<file path="config.mk">
export PLATFORM = sky130hd
export DESIGN_NAME = nonpreemptive_schedule_calculator_core
export DESIGN_NICKNAME = d
export VERILOG_FILES = /design/src/rtl/snc_pkg.sv /design/src/rtl/snc_front.sv /design/src/rtl/snc_fifo.sv /design/src/rtl/snc_sched.sv /design/src/rtl/nonpreemptive_schedule_calculator_core.sv
export SDC_FILE = /design/constraint.sdc
export NUM_CORES = 1
export LEC_CHECK = 0
export BUFFER_PORTS_ARGS = -buffer_cell sky130_fd_sc_hd__buf_2
export CAP_MARGIN = 20
export CORE_AREA = 4 4 273 275
export CTS_CLUSTER_SIZE = 28
export DETAILED_ROUTE_END_ITERATION = 12
export DIE_AREA = 0 0 277 279
export PLACE_DENSITY = 0.77
export SLEW_MARGIN = 0
export SYNTH_ARGS = -nofsm -noshare
export SYNTH_HDL_FRONTEND = slang
export SYNTH_SLANG_ARGS = --single-unit
</file>
<file path="constraint.sdc">
create_clock -name clk -period 5.7 [get_ports clk]
set_input_delay 0.57 -clock clk [delete_from_list [all_inputs] [get_ports clk]]
set_output_delay 0.57 -clock clk [all_outputs]
set_load 0.02 [all_outputs]
</file>
<file path="src/rtl/snc_pkg.sv">
// Shared types and codes for the non-preemptive schedule calculator.
// Used by the front end, the record queue, the scheduler back end and the top level.
package snc_pkg;

  localparam int unsigned ARR_W  = 16;
  localparam int unsigned BUR_W  = 16;
  localparam int unsigned PRI_W  = 8;
  localparam int unsigned TIME_W = 23;
  localparam int unsigned IDX_W  = 6;
  localparam int unsigned MODE_W = 2;

  localparam logic [MODE_W-1:0] MODE_FCFS = 2'd0;
  localparam logic [MODE_W-1:0] MODE_SJF  = 2'd1;
  localparam logic [MODE_W-1:0] MODE_PRIO = 2'd2;

  // One classified process record as it travels from the front end to the back end.
  typedef struct packed {
    logic [ARR_W-1:0] arrival;
    logic [BUR_W-1:0] burst;
    logic [PRI_W-1:0] prio;
    logic             store;
    logic             last;
  } snc_rec_t;

endpackage

</file>
<file path="src/rtl/snc_front.sv">
// Front end: accepts process records and classifies them as stored, dropped or batch end.
// Depends on snc_pkg.
module snc_front #(
  parameter int unsigned MAX_PROCESSES = 8
) (
  input  logic                        clk,
  input  logic                        rst_n,
  input  logic                        in_push,
  output logic                        in_full,
  input  logic [snc_pkg::ARR_W-1:0]   in_arrival_time,
  input  logic [snc_pkg::BUR_W-1:0]   in_burst_time,
  input  logic [snc_pkg::PRI_W-1:0]   in_priority_level,
  input  logic                        in_last_process,
  input  logic                        q_full,
  output logic                        q_push,
  output snc_pkg::snc_rec_t           q_rec
);

  localparam int unsigned CW = $clog2(MAX_PROCESSES + 1);

  logic [CW-1:0] cnt_r;
  logic          accept;
  logic          room;

  assign in_full = q_full;
  assign accept  = in_push && !q_full;
  assign room    = (cnt_r < CW'(MAX_PROCESSES));

  assign q_rec.arrival = in_arrival_time;
  assign q_rec.burst   = in_burst_time;
  assign q_rec.prio    = in_priority_level;
  assign q_rec.store   = room;
  assign q_rec.last    = in_last_process;

  // A record beyond the batch limit is swallowed unless it closes the batch.
  assign q_push = accept && (room || in_last_process);

  always_ff @(posedge clk) begin
    if (!rst_n) begin
      cnt_r <= '0;
    end else if (accept) begin
      if (in_last_process) begin
        cnt_r <= '0;
      end else if (room) begin
        cnt_r <= cnt_r + CW'(1);
      end
    end
  end

endmodule

</file>
<file path="src/rtl/snc_fifo.sv">
// Short record queue between the front end and the scheduler back end.
// Depends on snc_pkg for the record type.
module snc_fifo #(
  parameter int unsigned DEPTH = 2
) (
  input  logic              clk,
  input  logic              rst_n,
  input  logic              push,
  input  snc_pkg::snc_rec_t wr_rec,
  output logic              full,
  input  logic              pop,
  output snc_pkg::snc_rec_t rd_rec,
  output logic              empty
);

  localparam int unsigned PW = (DEPTH > 1) ? $clog2(DEPTH) : 1;
  localparam int unsigned NW = $clog2(DEPTH + 1);

  snc_pkg::snc_rec_t slot_r [DEPTH];
  logic [PW-1:0]     wp_r;
  logic [PW-1:0]     rp_r;
  logic [NW-1:0]     num_r;
  logic              do_push;
  logic              do_pop;

  assign full    = (num_r == NW'(DEPTH));
  assign empty   = (num_r == '0);
  assign do_push = push && !full;
  assign do_pop  = pop && !empty;
  assign rd_rec  = slot_r[rp_r];

  always_ff @(posedge clk) begin
    if (do_push) begin
      slot_r[wp_r] <= wr_rec;
    end
  end

  always_ff @(posedge clk) begin
    if (!rst_n) begin
      wp_r  <= '0;
      rp_r  <= '0;
      num_r <= '0;
    end else begin
      if (do_push) begin
        wp_r <= (wp_r == PW'(DEPTH - 1)) ? '0 : wp_r + PW'(1);
      end
      if (do_pop) begin
        rp_r <= (rp_r == PW'(DEPTH - 1)) ? '0 : rp_r + PW'(1);
      end
      if (do_push && !do_pop) begin
        num_r <= num_r + NW'(1);
      end else if (do_pop && !do_push) begin
        num_r <= num_r - NW'(1);
      end
    end
  end

endmodule

</file>
<file path="src/rtl/snc_sched.sv">
// Scheduler back end: stores a batch, runs the selection scans and reports per-process times.
// Depends on snc_pkg.
module snc_sched #(
  parameter int unsigned MAX_PROCESSES = 8
) (
  input  logic                         clk,
  input  logic                         rst_n,
  input  logic [snc_pkg::MODE_W-1:0]   mode,
  input  snc_pkg::snc_rec_t            q_rec,
  input  logic                         q_empty,
  output logic                         q_pop,
  output logic                         out_empty,
  input  logic                         out_pop,
  output logic [snc_pkg::IDX_W-1:0]    out_process_index,
  output logic [snc_pkg::TIME_W-1:0]   out_completion_time,
  output logic [snc_pkg::TIME_W-1:0]   out_turnaround_time,
  output logic [snc_pkg::TIME_W-1:0]   out_waiting_time,
  output logic                         out_last_result
);

  localparam int unsigned AW    = (MAX_PROCESSES > 1) ? $clog2(MAX_PROCESSES) : 1;
  localparam int unsigned DEPTH = 1 << AW;
  localparam int unsigned CW    = $clog2(MAX_PROCESSES + 1);
  localparam int unsigned TW    = snc_pkg::TIME_W;

  typedef enum logic [2:0] {
    ST_LOAD,
    ST_SCAN,
    ST_PICK,
    ST_REP_RD,
    ST_REP_SUB,
    ST_REP_OUT
  } state_t;

  state_t state_r;

  // Record stores, one write and one registered read port each.
  logic [snc_pkg::ARR_W-1:0] arr_mem [DEPTH];
  logic [snc_pkg::BUR_W-1:0] bur_mem [DEPTH];
  logic [snc_pkg::PRI_W-1:0] pri_mem [DEPTH];
  logic [TW-1:0]             fin_mem [DEPTH];
  logic [snc_pkg::ARR_W-1:0] arr_q;
  logic [snc_pkg::BUR_W-1:0] bur_q;
  logic [snc_pkg::PRI_W-1:0] pri_q;
  logic [TW-1:0]             fin_q;

  logic [CW-1:0]             cnt_r;
  logic [CW-1:0]             issue_r;
  logic [CW-1:0]             fin_cnt_r;
  logic                      rd_vld_r;
  logic [AW-1:0]             rd_idx_r;
  logic [DEPTH-1:0]          done_r;
  logic [TW-1:0]             time_r;
  logic                      found_r;
  logic [AW-1:0]             best_idx_r;
  logic [snc_pkg::ARR_W-1:0] best_arr_r;
  logic [snc_pkg::BUR_W-1:0] best_bur_r;
  logic [snc_pkg::PRI_W-1:0] best_pri_r;
  logic [snc_pkg::ARR_W-1:0] next_arr_r;
  logic [AW-1:0]             rep_r;
  logic [TW-1:0]             tat_r;
  logic                      out_vld_r;
  logic [snc_pkg::IDX_W-1:0] out_idx_r;
  logic [TW-1:0]             out_ct_r;
  logic [TW-1:0]             out_tat_r;
  logic [TW-1:0]             out_wt_r;
  logic                      out_last_r;

  logic                      ld_we;
  logic [AW-1:0]             ld_addr;
  logic [AW-1:0]             rd_addr;
  logic                      fin_we;
  logic [TW-1:0]             fin_data;
  logic                      arrived;
  logic                      better;
  logic                      take;
  logic                      next_upd;
  logic                      rep_last;
  logic                      out_free;

  assign q_pop    = (state_r == ST_LOAD) && !q_empty;
  assign ld_we    = q_pop && q_rec.store;
  assign ld_addr  = cnt_r[AW-1:0];
  assign rd_addr  = (state_r == ST_SCAN) ? issue_r[AW-1:0] : rep_r;
  assign fin_we   = (state_r == ST_PICK) && found_r;
  assign fin_data = time_r + TW'(best_bur_r);

  assign arrived = (TW'(arr_q) <= time_r);

  // The scan runs in index order, so on a full tie the earlier pick stays.
  always_comb begin
    case (mode)
      snc_pkg::MODE_SJF: begin
        better = (bur_q != best_bur_r) ? (bur_q < best_bur_r) : (arr_q < best_arr_r);
      end
      snc_pkg::MODE_PRIO: begin
        better = (pri_q != best_pri_r) ? (pri_q > best_pri_r) : (arr_q < best_arr_r);
      end
      default: begin
        better = (arr_q < best_arr_r);
      end
    endcase
  end

  assign take     = rd_vld_r && !done_r[rd_idx_r] && arrived && (!found_r || better);
  assign next_upd = rd_vld_r && !done_r[rd_idx_r] && !arrived && (arr_q < next_arr_r);
  assign rep_last = ((CW'(rep_r) + CW'(1)) == cnt_r);
  assign out_free = !out_vld_r || out_pop;

  always_ff @(posedge clk) begin
    if (ld_we) begin
      arr_mem[ld_addr] <= q_rec.arrival;
      bur_mem[ld_addr] <= q_rec.burst;
      pri_mem[ld_addr] <= q_rec.prio;
    end
    arr_q <= arr_mem[rd_addr];
    bur_q <= bur_mem[rd_addr];
    pri_q <= pri_mem[rd_addr];
  end

  always_ff @(posedge clk) begin
    if (fin_we) begin
      fin_mem[best_idx_r] <= fin_data;
    end
    fin_q <= fin_mem[rd_addr];
  end

  always_ff @(posedge clk) begin
    if (!rst_n) begin
      state_r   <= ST_LOAD;
      cnt_r     <= '0;
      issue_r   <= '0;
      fin_cnt_r <= '0;
      rd_vld_r  <= 1'b0;
      done_r    <= '0;
      time_r    <= '0;
      found_r   <= 1'b0;
      out_vld_r <= 1'b0;
      rep_r     <= '0;
    end else begin
      rd_vld_r <= 1'b0;
      if (out_vld_r && out_pop) begin
        out_vld_r <= 1'b0;
      end
      case (state_r)
        ST_LOAD: begin
          if (q_pop) begin
            if (q_rec.store) begin
              cnt_r <= cnt_r + CW'(1);
            end
            if (q_rec.last) begin
              done_r     <= '0;
              time_r     <= '0;
              fin_cnt_r  <= '0;
              issue_r    <= '0;
              found_r    <= 1'b0;
              next_arr_r <= '1;
              state_r    <= ST_SCAN;
            end
          end
        end
        ST_SCAN: begin
          if (issue_r != cnt_r) begin
            rd_vld_r <= 1'b1;
            rd_idx_r <= issue_r[AW-1:0];
            issue_r  <= issue_r + CW'(1);
          end else if (!rd_vld_r) begin
            state_r <= ST_PICK;
          end
          if (take) begin
            found_r    <= 1'b1;
            best_idx_r <= rd_idx_r;
            best_arr_r <= arr_q;
            best_bur_r <= bur_q;
            best_pri_r <= pri_q;
          end else if (next_upd) begin
            next_arr_r <= arr_q;
          end
        end
        ST_PICK: begin
          issue_r    <= '0;
          found_r    <= 1'b0;
          next_arr_r <= '1;
          state_r    <= ST_SCAN;
          if (found_r) begin
            done_r[best_idx_r] <= 1'b1;
            time_r             <= fin_data;
            fin_cnt_r          <= fin_cnt_r + CW'(1);
            if ((fin_cnt_r + CW'(1)) == cnt_r) begin
              rep_r   <= '0;
              state_r <= ST_REP_RD;
            end
          end else begin
            // Nothing has arrived yet, so jump to the next arrival.
            time_r <= TW'(next_arr_r);
          end
        end
        ST_REP_RD: begin
          state_r <= ST_REP_SUB;
        end
        ST_REP_SUB: begin
          tat_r   <= fin_q - TW'(arr_q);
          state_r <= ST_REP_OUT;
        end
        ST_REP_OUT: begin
          if (out_free) begin
            out_vld_r  <= 1'b1;
            out_idx_r  <= snc_pkg::IDX_W'(rep_r);
            out_ct_r   <= fin_q;
            out_tat_r  <= tat_r;
            out_wt_r   <= tat_r - TW'(bur_q);
            out_last_r <= rep_last;
            if (rep_last) begin
              cnt_r   <= '0;
              state_r <= ST_LOAD;
            end else begin
              rep_r   <= rep_r + AW'(1);
              state_r <= ST_REP_RD;
            end
          end
        end
        default: begin
          state_r <= ST_LOAD;
        end
      endcase
    end
  end

  assign out_empty           = !out_vld_r;
  assign out_process_index   = out_idx_r;
  assign out_completion_time = out_ct_r;
  assign out_turnaround_time = out_tat_r;
  assign out_waiting_time    = out_wt_r;
  assign out_last_result     = out_last_r;

endmodule

</file>
<file path="src/rtl/nonpreemptive_schedule_calculator_core.sv">
// Non-preemptive schedule calculator (first come first served, shortest job first, priority).
// Records go in through a queue-style push port, one per cycle while in_full is low, and are
// buffered in a short queue while the scheduler works. The record marked last starts the schedule
// over the stored batch of n records. Each selection round reads the stored records one per cycle
// through a single registered read port and ends in the pick state; a batch needs n picking
// rounds plus at most n idle jumps to the next arrival. Results then come out in index order,
// each through the read, subtract and output states, held in an output register until popped.
// The user must write policy_mode only while the block is idle; the block does not enforce it.
// Depends on snc_pkg, snc_front, snc_fifo and snc_sched.
module nonpreemptive_schedule_calculator_core #(
  parameter int unsigned MAX_PROCESSES = 8,
  parameter int unsigned QUEUE_DEPTH   = 2
) (
  input  logic                         clk,
  input  logic                         rst_n,
  input  logic                         cfg_valid,
  output logic                         cfg_ready,
  input  logic [snc_pkg::MODE_W-1:0]   cfg_policy_mode,
  input  logic                         in_push,
  output logic                         in_full,
  input  logic [snc_pkg::ARR_W-1:0]    in_arrival_time,
  input  logic [snc_pkg::BUR_W-1:0]    in_burst_time,
  input  logic [snc_pkg::PRI_W-1:0]    in_priority_level,
  input  logic                         in_last_process,
  output logic                         out_empty,
  input  logic                         out_pop,
  output logic [snc_pkg::IDX_W-1:0]    out_process_index,
  output logic [snc_pkg::TIME_W-1:0]   out_completion_time,
  output logic [snc_pkg::TIME_W-1:0]   out_turnaround_time,
  output logic [snc_pkg::TIME_W-1:0]   out_waiting_time,
  output logic                         out_last_result
);

  logic [snc_pkg::MODE_W-1:0] mode_r;
  logic                       q_full;
  logic                       q_push;
  logic                       q_pop;
  logic                       q_empty;
  snc_pkg::snc_rec_t          q_wr_rec;
  snc_pkg::snc_rec_t          q_rd_rec;

  assign cfg_ready = 1'b1;

  always_ff @(posedge clk) begin
    if (!rst_n) begin
      mode_r <= snc_pkg::MODE_FCFS;
    end else if (cfg_valid && cfg_ready) begin
      mode_r <= cfg_policy_mode;
    end
  end

  snc_front #(
    .MAX_PROCESSES(MAX_PROCESSES)
  ) u_front (
    .clk              (clk),
    .rst_n            (rst_n),
    .in_push          (in_push),
    .in_full          (in_full),
    .in_arrival_time  (in_arrival_time),
    .in_burst_time    (in_burst_time),
    .in_priority_level(in_priority_level),
    .in_last_process  (in_last_process),
    .q_full           (q_full),
    .q_push           (q_push),
    .q_rec            (q_wr_rec)
  );

  snc_fifo #(
    .DEPTH(QUEUE_DEPTH)
  ) u_fifo (
    .clk   (clk),
    .rst_n (rst_n),
    .push  (q_push),
    .wr_rec(q_wr_rec),
    .full  (q_full),
    .pop   (q_pop),
    .rd_rec(q_rd_rec),
    .empty (q_empty)
  );

  snc_sched #(
    .MAX_PROCESSES(MAX_PROCESSES)
  ) u_sched (
    .clk                (clk),
    .rst_n              (rst_n),
    .mode               (mode_r),
    .q_rec              (q_rd_rec),
    .q_empty            (q_empty),
    .q_pop              (q_pop),
    .out_empty          (out_empty),
    .out_pop            (out_pop),
    .out_process_index  (out_process_index),
    .out_completion_time(out_completion_time),
    .out_turnaround_time(out_turnaround_time),
    .out_waiting_time   (out_waiting_time),
    .out_last_result    (out_last_result)
  );

endmodule

</file>
Yosys cells after proc, flatten, opt, wreduce, memory -nomap -nowiden. Memory sizes are Yosys's and may differ from the RTL's. A register that Yosys moved wholly into a read port is not among the register bits. Cells that the tools add are included.

Memories: 5. RAM bits: 588. Bits in latches: 0. Memory bits (read-only): 0. Logic and storage cells: 199. Output and inout bits: 79. Bits in registers: 220. Input port bits: 48.

Memory list: u_sched.fin_mem (words 8, bits a word 23, read ports 1, clocked after Yosys merged registers in 1, write ports 1, RTL line snc_sched.sv:41) `logic [TW-1:0] fin_mem [DEPTH];`; u_sched.arr_mem (words 8, bits a word 16, read ports 1, clocked after Yosys merged registers in 1, write ports 1, RTL line snc_sched.sv:38) `logic [snc_pkg::ARR_W-1:0] arr_mem [DEPTH];`; u_sched.bur_mem (words 8, bits a word 16, read ports 1, clocked after Yosys merged registers in 1, write ports 1, RTL line snc_sched.sv:39) `logic [snc_pkg::BUR_W-1:0] bur_mem [DEPTH];`; u_fifo.slot_r (words 2, bits a word 42, read ports 1, clocked after Yosys merged registers in 1, write ports 1, RTL line snc_fifo.sv:19) `snc_pkg::snc_rec_t slot_r [DEPTH];`; u_sched.pri_mem (words 8, bits a word 8, read ports 1, clocked after Yosys merged registers in 1, write ports 1, RTL line snc_sched.sv:40) `logic [snc_pkg::PRI_W-1:0] pri_mem [DEPTH];`.

Multiply operators: 0. Bitwise operators: 1. Mux-type cells: 68. Shift-type cells: 0. Equal/unequal tests: 27. Reductions and logical operators: 49. $add $sub $neg: 13. $lt $le $gt $ge: 9. Div/mod/pow operators: 0.

Operators by type and width (count): $mux W23 (3); $mux W16 (4); $lt A16 B16 Y1 (3); $pmux W16 S3 (1); $pmux W23 S2 (1); $sub A23 B16 Y23 (2); $mux W4 (10); $mux W3 (11); $mux W8 (3); $add A23 B16 Y23 (1); $le A16 B23 Y1 (1); $mux W1 (21); $pmux W3 S6 (1); $add A4 B1 Y4 const B (4); $logic_and A1 B1 Y1 (16); $ne A16 B16 Y1 (1); $ne A2 B2 Y1 const B (8); $pmux W4 S2 (2); $pmux W8 S2 (1); $reduce_and A5 Y1 (3); $ne A2 B1 Y1 const B (6); $pmux W4 S3 (1); $reduce_and A3 Y1 (4); $reduce_and A4 Y1 (3); 32 further kinds (56).

Longest topological paths before layout. Gate-level depths: netlist (run 1).

Word-level depth: 9. Gate-level depth with buffers: 9. Mapped depth without buffers: 9.

Hierarchy. A second synthesis (run 1) with hierarchy kept.

Cells, all modules: 2213. Area, all modules: 36173.4 µm².

By module, submodules not included: snc_sched (cells each 1981, seq. area each 22181.3 µm², area each 32304.7 µm², times used 1); snc_fifo (cells each 156, seq. area each 2622.5 µm², area each 3254.4 µm², times used 1); snc_front (cells each 68, seq. area each 80.1 µm², area each 530.5 µm², times used 1); nonpreemptive_schedule_calculator_core (cells each 8, seq. area each 40.0 µm², area each 83.8 µm², times used 1).

Worst setup path before layout (run 1). Ideal clock, no wire load.

Path kind: register to register. Start point: reg u_sched.time_r[13]. End point: reg u_sched.best_arr_r[0] (netlist bit) (enable). Clock period less this slack: 5.251 ns. Required time: 5.191 ns. Setup slack: 0.449 ns. Arrival time: 4.742 ns. Buffers on the path: 0. Stages on the path, launching flop included: 9. Setup time: 0.509 ns. Path through: dfxtp_1 -> inv_1 -> ha_1 -> o21a_1 -> o21a_1 -> o22a_1 -> o21ai_0 -> nand4_1 -> a211oi_1.

Cells in the longest elaborated chain, start to end: 4.

RTL lines: start: declaration (RTL line snc_sched.sv:53) `logic [TW-1:0] time_r;`; start signal: assignment (RTL line snc_sched.sv:187) `time_r <= fin_data;`; start signal: assignment (RTL line snc_sched.sv:195) `time_r <= TW'(next_arr_r);`; $le A16 B23 Y1 (RTL line snc_sched.sv:88) `assign arrived = (TW'(arr_q) <= time_r);`; $logic_and A1 B1 Y1 (2 in series) (RTL line snc_sched.sv:105) `assign take = rd_vld_r && !done_r[rd_idx_r] && arrived && (!found_r || better);`; $reduce_and A3 Y1 (no line); end signal: assignment (RTL line snc_sched.sv:173) `best_arr_r <= arr_q;`; end: declaration (RTL line snc_sched.sv:56) `logic [snc_pkg::ARR_W-1:0] best_arr_r;`.

Every way passes these cells. A chain may end at the register's enable or synchronous reset.

==> results.py, run 1 <==
metrics = {
    "global_route": {
        "antenna_found_initial": 2,
        "grt_overflow": 0,
        "grt_pass1_vias": 19890,
        "track_usage": 0.1940,
        "grt_max_degree": 81,
        "grt_pass1_wl_mm": 116.7,
    },
    "drt": {
        "highest_layer": "met4",
        "met3_length_mm": 4.327,
        "first_iter_violations": 1793,
        "met1_length_mm": 31.10,
        "viasPerCell": 5.796,
        "drt_wl_total_mm": 75.43,
        "num_vias": 19450,
        "drtAntennaViolNets": 0,
        "dr.pass1.iters": 6,
        "route.met2.wl_mm": 37.91,
        "drc": 0,
        "wl_per_cell_um": 22.48,
    },
    "timing": {
        "setup_viol": 0,
        "finClkSkew_ps": 41.03,
        "timing.final.crit_share": 0.6042,
        "max_freq_mhz": 290.4,
        "finalHoldViolations": 0,
        "rsz0062_at_grt": "no",
        "finalSetupTns_ps": 0,
        "fin_crit_ps": 3444,
        "worst_pin_slew_ps": 1164,
        "slew_violations": 0,
        "finalWorstSetupSlack_ps": 2256,
        "relSlewSlack": 0.2241,
    },
    "pwr": {
        "ir_drop_mv": 0.2846,
        "p_leak_nw": 14.24,
        "total_power_w": 0.01720,
        "power.density_mw_per_mm2": 424.1,
    },
    "run": {
        "cap_violations": 0,
    },
    "logic_synthesis": {
        "ys_types": 72,
        "synthArstFlopShare": 0,
        "synth_ff_type": "edfxtp_1",
        "ys_seq_area_frac": 0.6959,
        "yosys.area_share.simple": 0.04709,
        "syn_area_mm2": 0.03581,
        "synth_compound_area_frac": 0.05286,
        "ys.warnings.count": 0,
        "synth_seq_cells": 872,
        "synth.mux.area_fraction": 0.1155,
        "synth_edf_count": 746,
        "synth_adder_area_share": 0.04570,
        "synth_top_family_by_area": "multiplexers",
        "synthesis.instances": 2158,
        "synth_xor_area_frac": 0.01810,
        "synth.avg_cell_area_um2": 16.60,
    },
    "critical_path": {
        "rr_worst_depth": 6,
        "critical_path.max_fanout": 42,
        "crit_cells": 6,
        "crit_path_top_delay_cell": "nor2_4",
        "timing.rr.end": "u_sched.bur_mem[3][7]$_DFFE_PP_",
        "cpPeakStageDelay_ps": 750,
        "crit_end": "u_sched.bur_mem[3][7]$_DFFE_PP_",
        "start_kind": "register",
        "cp.arrival_ps": 3700,
        "cp_cell_sequence": "buf_4 > mux2i_1 > nor4_1 > nand2_1 > nor2_4 > buf_4",
        "required_ps": 5960,
        "path_buf_inv": 2,
        "timing_worst_setup_path_type": "register to register",
        "cp_common_cell": "buf_4",
        "critPathTopFamily": "simple AND/OR/NAND/NOR gates",
        "rrSetupSlack_ps": 2260,
        "cp-end-kind": "register",
    },
    "min_path": {
        "min_from": "in_arrival_time[13]",
        "hp-class": "input pin to register",
    },
    "clocking": {
        "cts_tree": "built",
        "clock_sinks": 872,
        "clk_path_buf_depth": 3,
        "clk_pin_slew_worst_paths_ps": 60,
        "clock_latency_ps": 640,
        "cts_made_buffers": 86,
        "cts_hold_buf": 0,
        "cts-root-buf": "clkbuf_16",
        "cts_resized": 0,
        "htree_levels": 3,
        "post_cts_buffers": 0,
    },
    "die": {
        "row_count": 99,
        "die_y_um": 279,
        "fp.dieW_um": 277,
        "start_util": 0.4951,
        "dieArea_mm2": 0.07728,
        "io_pins": 127,
        "fp.coreArea_mm2": 0.07234,
    },
    "placement": {
        "place.gp.congestion": 0.8818,
        "port_buffers": 122,
        "dp_hpwl_mm": 48.43,
        "pre_cts_slack_ps": 2195,
    },
    "cells_and_area": {
        "final_common_cell": "edfxtp_1",
        "drive_gt1_frac": 0.2311,
        "diodes": 0,
        "layout_common_cells": "edfxtp_1 (746), inv_1 (130), mux4_2 (128), ha_1 (126), dfxtp_1 (125)",
        "layout.nets": 2502,
        "synthToLayoutAreaGrowth_pct": 13.26,
    },
    "outcome": {
        "outcome": "complete, no violations",
    },
}
## cell type report
| class | instances | area, um^2 |
|---|---|---|
| inverters | 131 | 491.7 |
| clock buffers | 122 | 2441 |
| fillers | 5465 | 31780 |
| clock inverters | 38 | 435.4 |
| flip-flops and latches | 872 | 24930 |
| repair buffers | 152 | 873.3 |
| multi-input cells | 1082 | 10190 |
| well taps | 959 | 1200 |
## per-layer routing
metal | GRT usage | vias to the layer above
met2 | 0.3345 | 724
met5 | 0 | -
met1 | 0.2572 | 9874
met4 | 0.06323 | 0
li1 | - | 8715
met3 | 0.02768 | 140
## cell families (layout without fill, tap and decap cells)
kind of cell             count (synthesis)  count (layout)
flip-flops                             872             872
AND/OR/NAND/NOR                        350             350
AO/OA/AOI/OAI                          285             285
multiplexers                           240             240
buffers and inverters                  206             443
adder cells (fa/ha/maj)                129             129
XOR/XNOR                                74              74
other                                    2               4
## state kept, by name, summed over array words and instances (netlist names), 16 cells and up, named ones only
name and count:
u_sched.time_r 23, u_sched.arr_q 16, u_fifo.slot_r 84, u_sched.out_completion_time 23, u_sched.next_arr_r 16, u_sched.bur_mem 128, u_sched.fin_mem 184, u_sched.tat_r 23
u_sched.bur_q 16, u_sched.best_bur_r 16, u_sched.out_turnaround_time 23, u_sched.pri_mem 64, u_sched.out_waiting_time 23, u_sched.arr_mem 128, u_sched.fin_q 23, u_sched.best_arr_r 16
## metrics by stage
step	utilization	area [um^2]	hold WS, ps	std cells
6_report	0.5607	40560	128.2	3356
2_1_floorplan	-	35820	406.4	2160
3_5_place_dp	0.5207	37660	417.4	3195
3_3_place_gp	0.5207	37660	423.9	3195
4_1_cts	0.5604	40540	86.49	3355
5_1_grt	0.5607	40560	95.78	3356
## synthesized netlist by cell type, types with 15 or more instances
master    number  area share
inv_1        130       0.014
xor2_1        22      0.0054
nor2_1       101       0.011
a21oi_1       70      0.0098
a22oi_1       15      0.0031
o21ai_0       59      0.0082
edfxtp_1     746        0.63
nand4_1       18      0.0031
clkbuf_1      41      0.0043
nand2b_1      19      0.0033
o21a_1        21      0.0044
nand3_1       27      0.0038
mux4_2       128       0.080
xnor2_1       52       0.013
ha_1         126       0.044
nand2_1       84      0.0088
nor3_1        28      0.0039
dfxtp_1      126       0.070
mux2_2       103       0.032
## worst min path at each step
stage / to / slack, ps / cells past startpoint
floorplan: u_sched.out_completion_time[19]$_DFFE_PP_ / 410 / 0
global placement: u_sched.best_pri_r[0]$_DFFE_PP_ / 420 / 0
detailed placement: u_sched.best_pri_r[0]$_DFFE_PP_ / 420 / 0
CTS: u_fifo.slot_r[0][41]$_DFFE_PP_ / 90 / 1
global route: u_fifo.slot_r[0][39]$_DFFE_PP_ / 100 / 1
finish: u_fifo.slot_r[1][39]$_DFFE_PP_ / 130 / 1
## power breakdown
part	total [W]	switching (W)	internal (W)
clock	0.00569	0.00237	0.00333
sequential	0.00827	0.000399	0.00787
combinational	0.00323	0.00196	0.00128
Power figures use the tool's default switching activity.
==> run 2, diff against run 1 <==
Settings changed: PLACE_DENSITY 0.77 to 0.8.
Clock period 5.7 ns to 3.1 ns, I/O delays scaled along.
==> run 2 against run 1 <==
  * Hold slack worse by 73 ps
  * Largest cell class unchanged
  * Clock skew down 8.2 ps
  * Clock power up 83%
==> results.py, run 2 (same netlist as run 1, synthesis figures left out) <==
metrics = {
    "cells_and_area": {
        "final_common_cell": "edfxtp_1",
        "largest_reg_flops": 184,
        "reg.largest.list": "u_sched.fin_mem x184, u_sched.arr_mem x128, u_sched.bur_mem x128",
        "largest-register": "u_sched.fin_mem",
        "diodes": 0,
        "layout.nets": 2587,
        "drive_gt1_frac": 0.2384,
        "synthToLayoutAreaGrowth_pct": 16.00,
        "layout_common_cells": "edfxtp_1 (746), inv_1 (130), mux4_2 (128), ha_1 (125), dfxtp_1 (124)",
        "finalNonFillerCells": 3442,
    },
    "timing": {
        "finalHoldViolations": 0,
        "finClkSkew_ps": 32.85,
        "slew_violations": 0,
        "max_freq_mhz": 334.1,
        "relSlewSlack": 0.3957,
        "worst_pin_slew_ps": 900.0,
        "whs_ps": 55.55,
        "fin_crit_ps": 2993,
        "setup_viol": 0,
        "timing.final.crit_share": 0.9654,
    },
    "critical_path": {
        "cp_cell_sequence": "ha_1 > fa_1 > a211oi_1 > o211ai_1 > nand3_1 > a21oi_2 > o21a_1 > xnor2_1 > buf_4",
        "crit_cells": 9,
        "start_kind": "register",
        "timing.rr.end": "u_sched.fin_mem[3][18]$_DFFE_PP_",
        "crit_end": "u_sched.fin_mem[3][18]$_DFFE_PP_",
        "critical_path.max_fanout": 8,
        "cp-startpoint": "u_sched.best_bur_r[0]$_DFFE_PP_",
        "path_buf_inv": 1,
        "rr_worst_depth": 9,
        "required_ps": 3480,
        "cp.arrival_ps": 3370,
        "timing_worst_setup_path_type": "register to register",
        "r2r_start": "u_sched.best_bur_r[0]$_DFFE_PP_",
        "cpPeakStageDelay_ps": 490,
        "rrSetupSlack_ps": 110,
        "critPathTopFamily": "compound AO/OA/AOI/OAI gates",
        "crit_path_top_delay_cell": "fa_1",
        "cp-end-kind": "register",
    },
    "drt": {
        "num_vias": 19690,
        "dr.pass1.iters": 5,
        "drtAntennaViolNets": 0,
        "drt_wl_total_mm": 75.37,
        "drc": 0,
        "viasPerCell": 5.719,
        "wl_per_cell_um": 21.90,
        "first_iter_violations": 1472,
    },
    "die": {
        "io_pins": 127,
        "row_count": 99,
        "dieArea_mm2": 0.07728,
        "die_y_um": 279,
        "start_util": 0.4951,
        "fp.dieW_um": 277,
        "fp.coreArea_mm2": 0.07234,
    },
    "global_route": {
        "grt_overflow": 0,
        "antenna_found_initial": 1,
        "grt_max_degree": 81,
        "track_usage": 0.1936,
        "grt_pass1_wl_mm": 116.4,
        "grt_pass1_vias": 20410,
    },
    "min_path": {
        "min_from": "in_push",
        "hp-class": "input pin to register",
    },
    "outcome": {
        "outcome": "complete, no violations",
    },
    "clocking": {
        "cts_made_buffers": 86,
        "clock_latency_ps": 640,
        "cts-root-buf": "clkbuf_16",
        "clock_sinks": 872,
        "clk_path_buf_depth": 3,
        "htree_levels": 3,
        "post_cts_buffers": 0,
        "cts_tree": "built",
        "clk_pin_slew_worst_paths_ps": 60,
    },
    "pwr": {
        "p_leak_nw": 14.70,
        "ir_drop_mv": 0.5368,
        "power.density_mw_per_mm2": 765.6,
    },
    "run": {
        "cap_violations": 0,
    },
    "placement": {
        "dp_cells": 3236,
        "place.gp.congestion": 0.9712,
        "port_buffers": 122,
        "dp_hpwl_mm": 47.89,
    },
}
run 2: what timing repair did:
action | 4_1_cts | 5_1_grt
gates resized for setup | 0 | 1
endpoints found under the setup margin | 0 | 24
endpoints found under the hold margin | 85 | 0
hold buffers | 45 | 0
run 2: where the power goes:
part | total [W] | switching [W] | leakage [nW] | internal [W]
Combinational | 0.00617 | 0.00361 | 5.57 | 0.00256
Clock | 0.0104 | 0.00432 | 1.40 | 0.00609
Sequential | 0.0152 | 0.000755 | 7.74 | 0.0145
run 2: worst min-delay path by stage:
stage,to,slack [ps],cells past startpoint
2_1_floorplan,u_sched.out_completion_time[19]$_DFFE_PP_,410,0
4_1_cts,u_front.cnt_r[3]$_SDFFE_PN0P_,9,3
6_report,u_front.cnt_r[3]$_SDFFE_PN0P_,60,3
3_5_place_dp,u_sched.best_pri_r[4]$_DFFE_PP_,420,0
5_1_grt,u_sched.cnt_r[3]$_SDFFE_PN0P_,40,3
3_3_place_gp,u_sched.best_pri_r[5]$_DFFE_PP_,420,0
run 2: cell type report:
| type | instances | area [um^2] |
|---|---|---|
| clock inverter | 39 | 432.9 |
| tap | 959 | 1200 |
| sequential | 872 | 24930 |
| multi-input combinational | 1082 | 10230 |
| fill | 5321 | 30790 |
| inverter | 131 | 491.7 |
| clock buffer | 122 | 2431 |
| timing repair buffer | 237 | 1837 |
run 2: worst reg2reg max path: stages (launching register included):
cell      delay (ps)
edfxtp_1         410
ha_1             270
fa_1             490
a211oi_1         400
o211ai_1         270
nand3_1          240
a21oi_2          140
o21a_1           230
xnor2_1          130
buf_4            150
run 2: routing by layer:
layer  vias to the layer above  global-route usage  share of wire
met2                       709              0.3367           0.50
met1                      9943              0.2474           0.40
met4                         0             0.06257          0.029
li1                       8890                   -              -
met5                         -                   0              0
met3                       144             0.03754          0.067
run 2: stage by stage:
step / power, W / util / cell area (um^2) / worst slack (ps) / setup TNS (ps)
2_1_floorplan: 0.01929 / - / 35910 / -485.5 / -122720
3_3_place_gp: 0.02107 / 0.5284 / 38230 / 118.8 / 0
3_5_place_dp: 0.02143 / 0.5284 / 38230 / 122.1 / 0
4_1_cts: 0.03194 / 0.5743 / 41540 / 78.13 / 0
5_1_grt: 0.03319 / 0.5743 / 41540 / -1.237 / -1.237
6_report: 0.03181 / 0.5743 / 41540 / 107.2 / 0
==> run 3, diff against run 2 <==
Settings changed: PLACE_DENSITY 0.8 to 0.69.
==> run 3 against run 2 <==
  * Final area grew 0.49%
  * Clock power hardly changed
  * Count of clock-buffer cells in the layout decreased by 2
  * Sequential share of layout area decreased by 0.29 points
  * Largest cell class unchanged
  * Clock skew is 7.0 ps higher
  * Combinational power down 0.6%
  * Worst setup slack lost 3.7 ps
  * Critical endpoint is now u_sched.tat_r[15]$_DFFE_PP_
  * Die area unchanged
  * Sequential power about the same
  * Routed wire length shrank 0.98%
  * Critical path type unchanged
==> results.py, run 3 (same netlist as run 1, synthesis figures left out) <==
metrics = {
    "die": {
        "start_util": 0.4951,
        "dieArea_mm2": 0.07728,
        "row_count": 99,
        "io_pins": 127,
        "fp.dieW_um": 277,
        "fp.coreArea_mm2": 0.07234,
        "die_y_um": 279,
    },
    "cells_and_area": {
        "regArea_mm2": 0.02493,
        "synthToLayoutAreaGrowth_pct": 16.57,
        "final_common_cell": "edfxtp_1",
        "layout.nets": 2605,
        "diodes": 0,
        "final_area_mm2": 0.04175,
        "drive_gt1_frac": 0.2489,
        "largest_reg_flops": 184,
        "multi_input_comb_area_mm2": 0.01026,
        "largest-register": "u_sched.fin_mem",
        "layout_common_cells": "edfxtp_1 (746), inv_1 (130), mux4_2 (128), ha_1 (125), dfxtp_1 (124)",
        "fill_cells": 5519,
        "reg.largest.list": "u_sched.fin_mem x184, u_sched.arr_mem x128, u_sched.bur_mem x128",
    },
    "global_route": {
        "grt_pass1_vias": 19840,
        "track_usage": 0.1925,
        "grt_max_degree": 47,
        "antenna_found_initial": 0,
        "grt_overflow": 0,
        "grt_pass1_wl_mm": 115.3,
    },
    "placement": {
        "dp_hpwl_mm": 49.08,
        "pre_cts_slack_ps": 100.0,
        "placed_cell_area_mm2": 0.03840,
        "port_buffers": 122,
        "place.gp.congestion": 0.9284,
    },
    "clocking": {
        "clock_latency_ps": 660,
        "post_cts_buffers": 0,
        "clk_pin_slew_worst_paths_ps": 60,
        "clock_sinks": 872,
        "htree_levels": 3,
        "cts_made_buffers": 88,
        "cts_tree": "built",
        "clk_path_buf_depth": 3,
        "cts-root-buf": "clkbuf_16",
    },
    "timing": {
        "setup_viol": 0,
        "relSlewSlack": 0.4125,
        "finalHoldViolations": 0,
        "finClkSkew_ps": 39.84,
        "rsz0062_at_grt": "no",
        "slew_violations": 0,
        "finalWorstSetupSlack_ps": 103.6,
        "max_freq_mhz": 333.7,
        "worst_pin_slew_ps": 875.0,
        "timing.final.crit_share": 0.9666,
        "fin_crit_ps": 2996,
    },
    "drt": {
        "first_iter_violations": 1240,
        "num_vias": 19400,
        "wl_per_cell_um": 21.56,
        "viasPerCell": 5.603,
        "drt_wl_total_mm": 74.63,
        "dr.pass1.iters": 7,
        "drtAntennaViolNets": 0,
        "drc": 0,
    },
    "pwr": {
        "swShare": 0.2762,
        "power.density_mw_per_mm2": 758.9,
        "pwr-share-clk": 0.326,
        "p_int_w": 0.02293,
        "comb_power_share": 0.193,
        "total_power_w": 0.03168,
        "pwr-share-seq": 0.480,
        "p_leak_nw": 14.78,
        "ir_drop_mv": 0.6021,
        "switchingPower_w": 0.008751,
    },
    "critical_path": {
        "cp-end-kind": "register",
        "crit_path_top_delay_cell": "dfxtp_1",
        "critPathTopFamily": "compound AO/OA/AOI/OAI gates",
        "timing_worst_setup_path_type": "register to register",
        "path_buf_inv": 1,
        "cp_cell_sequence": "inv_1 > ha_1 > or3_1 > o221a_2 > o31a_1 > a2111oi_2 > o21bai_1 > xnor2_1",
        "cp.arrival_ps": 3390,
        "required_ps": 3490,
        "start_kind": "register",
        "cpPeakStageDelay_ps": 600,
        "critical_path.max_fanout": 5,
    },
    "outcome": {
        "outcome": "complete, no violations",
    },
    "run": {
        "cap_violations": 0,
    },
    "min_path": {
        "hp-class": "input pin to register",
    },
}
## run 3: power groups by stage
stage / Clock, W / Sequential, W / Combinational [W]
detailed placement: 0 / 0.0155 / 0.00604
finish: 0.0103 / 0.0152 / 0.00613
global route: 0.0111 / 0.0153 / 0.00676
global placement: 0 / 0.0154 / 0.00583
floorplan: 0 / 0.0150 / 0.00425
CTS: 0.0106 / 0.0152 / 0.00614
## run 3: area by class of cell
class                           count  share of cell area
Clock buffer                      120             0.05779
Multi-Input combinational cell   1082              0.2458
Sequential cell                   872              0.5971
Clock inverter                     45             0.01103
Inverter                          131             0.01178
Timing Repair Buffer              253             0.04777
Tap cell                          959             0.02874
## run 3: per-stage QoR
stage / std cells / hold slack, ps / TNS, ps / utilization
floorplan: 2160 / 406.4 / -122720 / -
global placement: 3252 / 422.7 / 0 / 0.5309
detailed placement: 3252 / 426.9 / 0 / 0.5309
CTS: 3462 / 30.09 / 0 / 0.5768
global route: 3462 / 60.00 / 0 / 0.5771
finish: 3462 / 65.53 / 0 / 0.5771
## run 3: routing by layer
metal | wire (um) | vias up | share of wire | track usage
met5 | 0 | - | 0 | 0
met3 | 4077 | 95 | 0.055 | 0.02993
met4 | 1433 | 0 | 0.019 | 0.05278
li1 | - | 8925 | - | -
met1 | 31290 | 9843 | 0.42 | 0.2536
met2 | 37830 | 536 | 0.51 | 0.3368
## run 3: timing repair
item / 4_1_cts / 5_1_grt
endpoints found under the setup margin: 0 / 33
resized for setup: 0 / 3
hold endpoints to repair: 85 / 0
hold buffers: 45 / 0
## run 3: worst paths after layout
check | startpoint | endpoint | slack (ps) | depth (start not counted)
setup / recovery | u_sched.arr_q[4]$_DFF_P_ | u_sched.tat_r[15]$_DFFE_PP_ | 100 | 8
setup reg to reg | u_sched.arr_q[4]$_DFF_P_ | u_sched.tat_r[15]$_DFFE_PP_ | 100 | 8
hold / removal | rst_n | u_sched.cnt_r[3]$_SDFFE_PN0P_ | 70 | 3
hold reg to reg | u_sched.fin_q[8]$_DFF_P_ | u_sched.out_completion_time[8]$_DFFE_PP_ | 440 | 0
## run 3: worst register-to-register path, cell delays in order (launching register included)
cell	delay, ps
dfxtp_1	600
inv_1	180
ha_1	250
or3_1	410
o221a_2	270
o31a_1	200
a2111oi_2	550
o21bai_1	140
xnor2_1	140
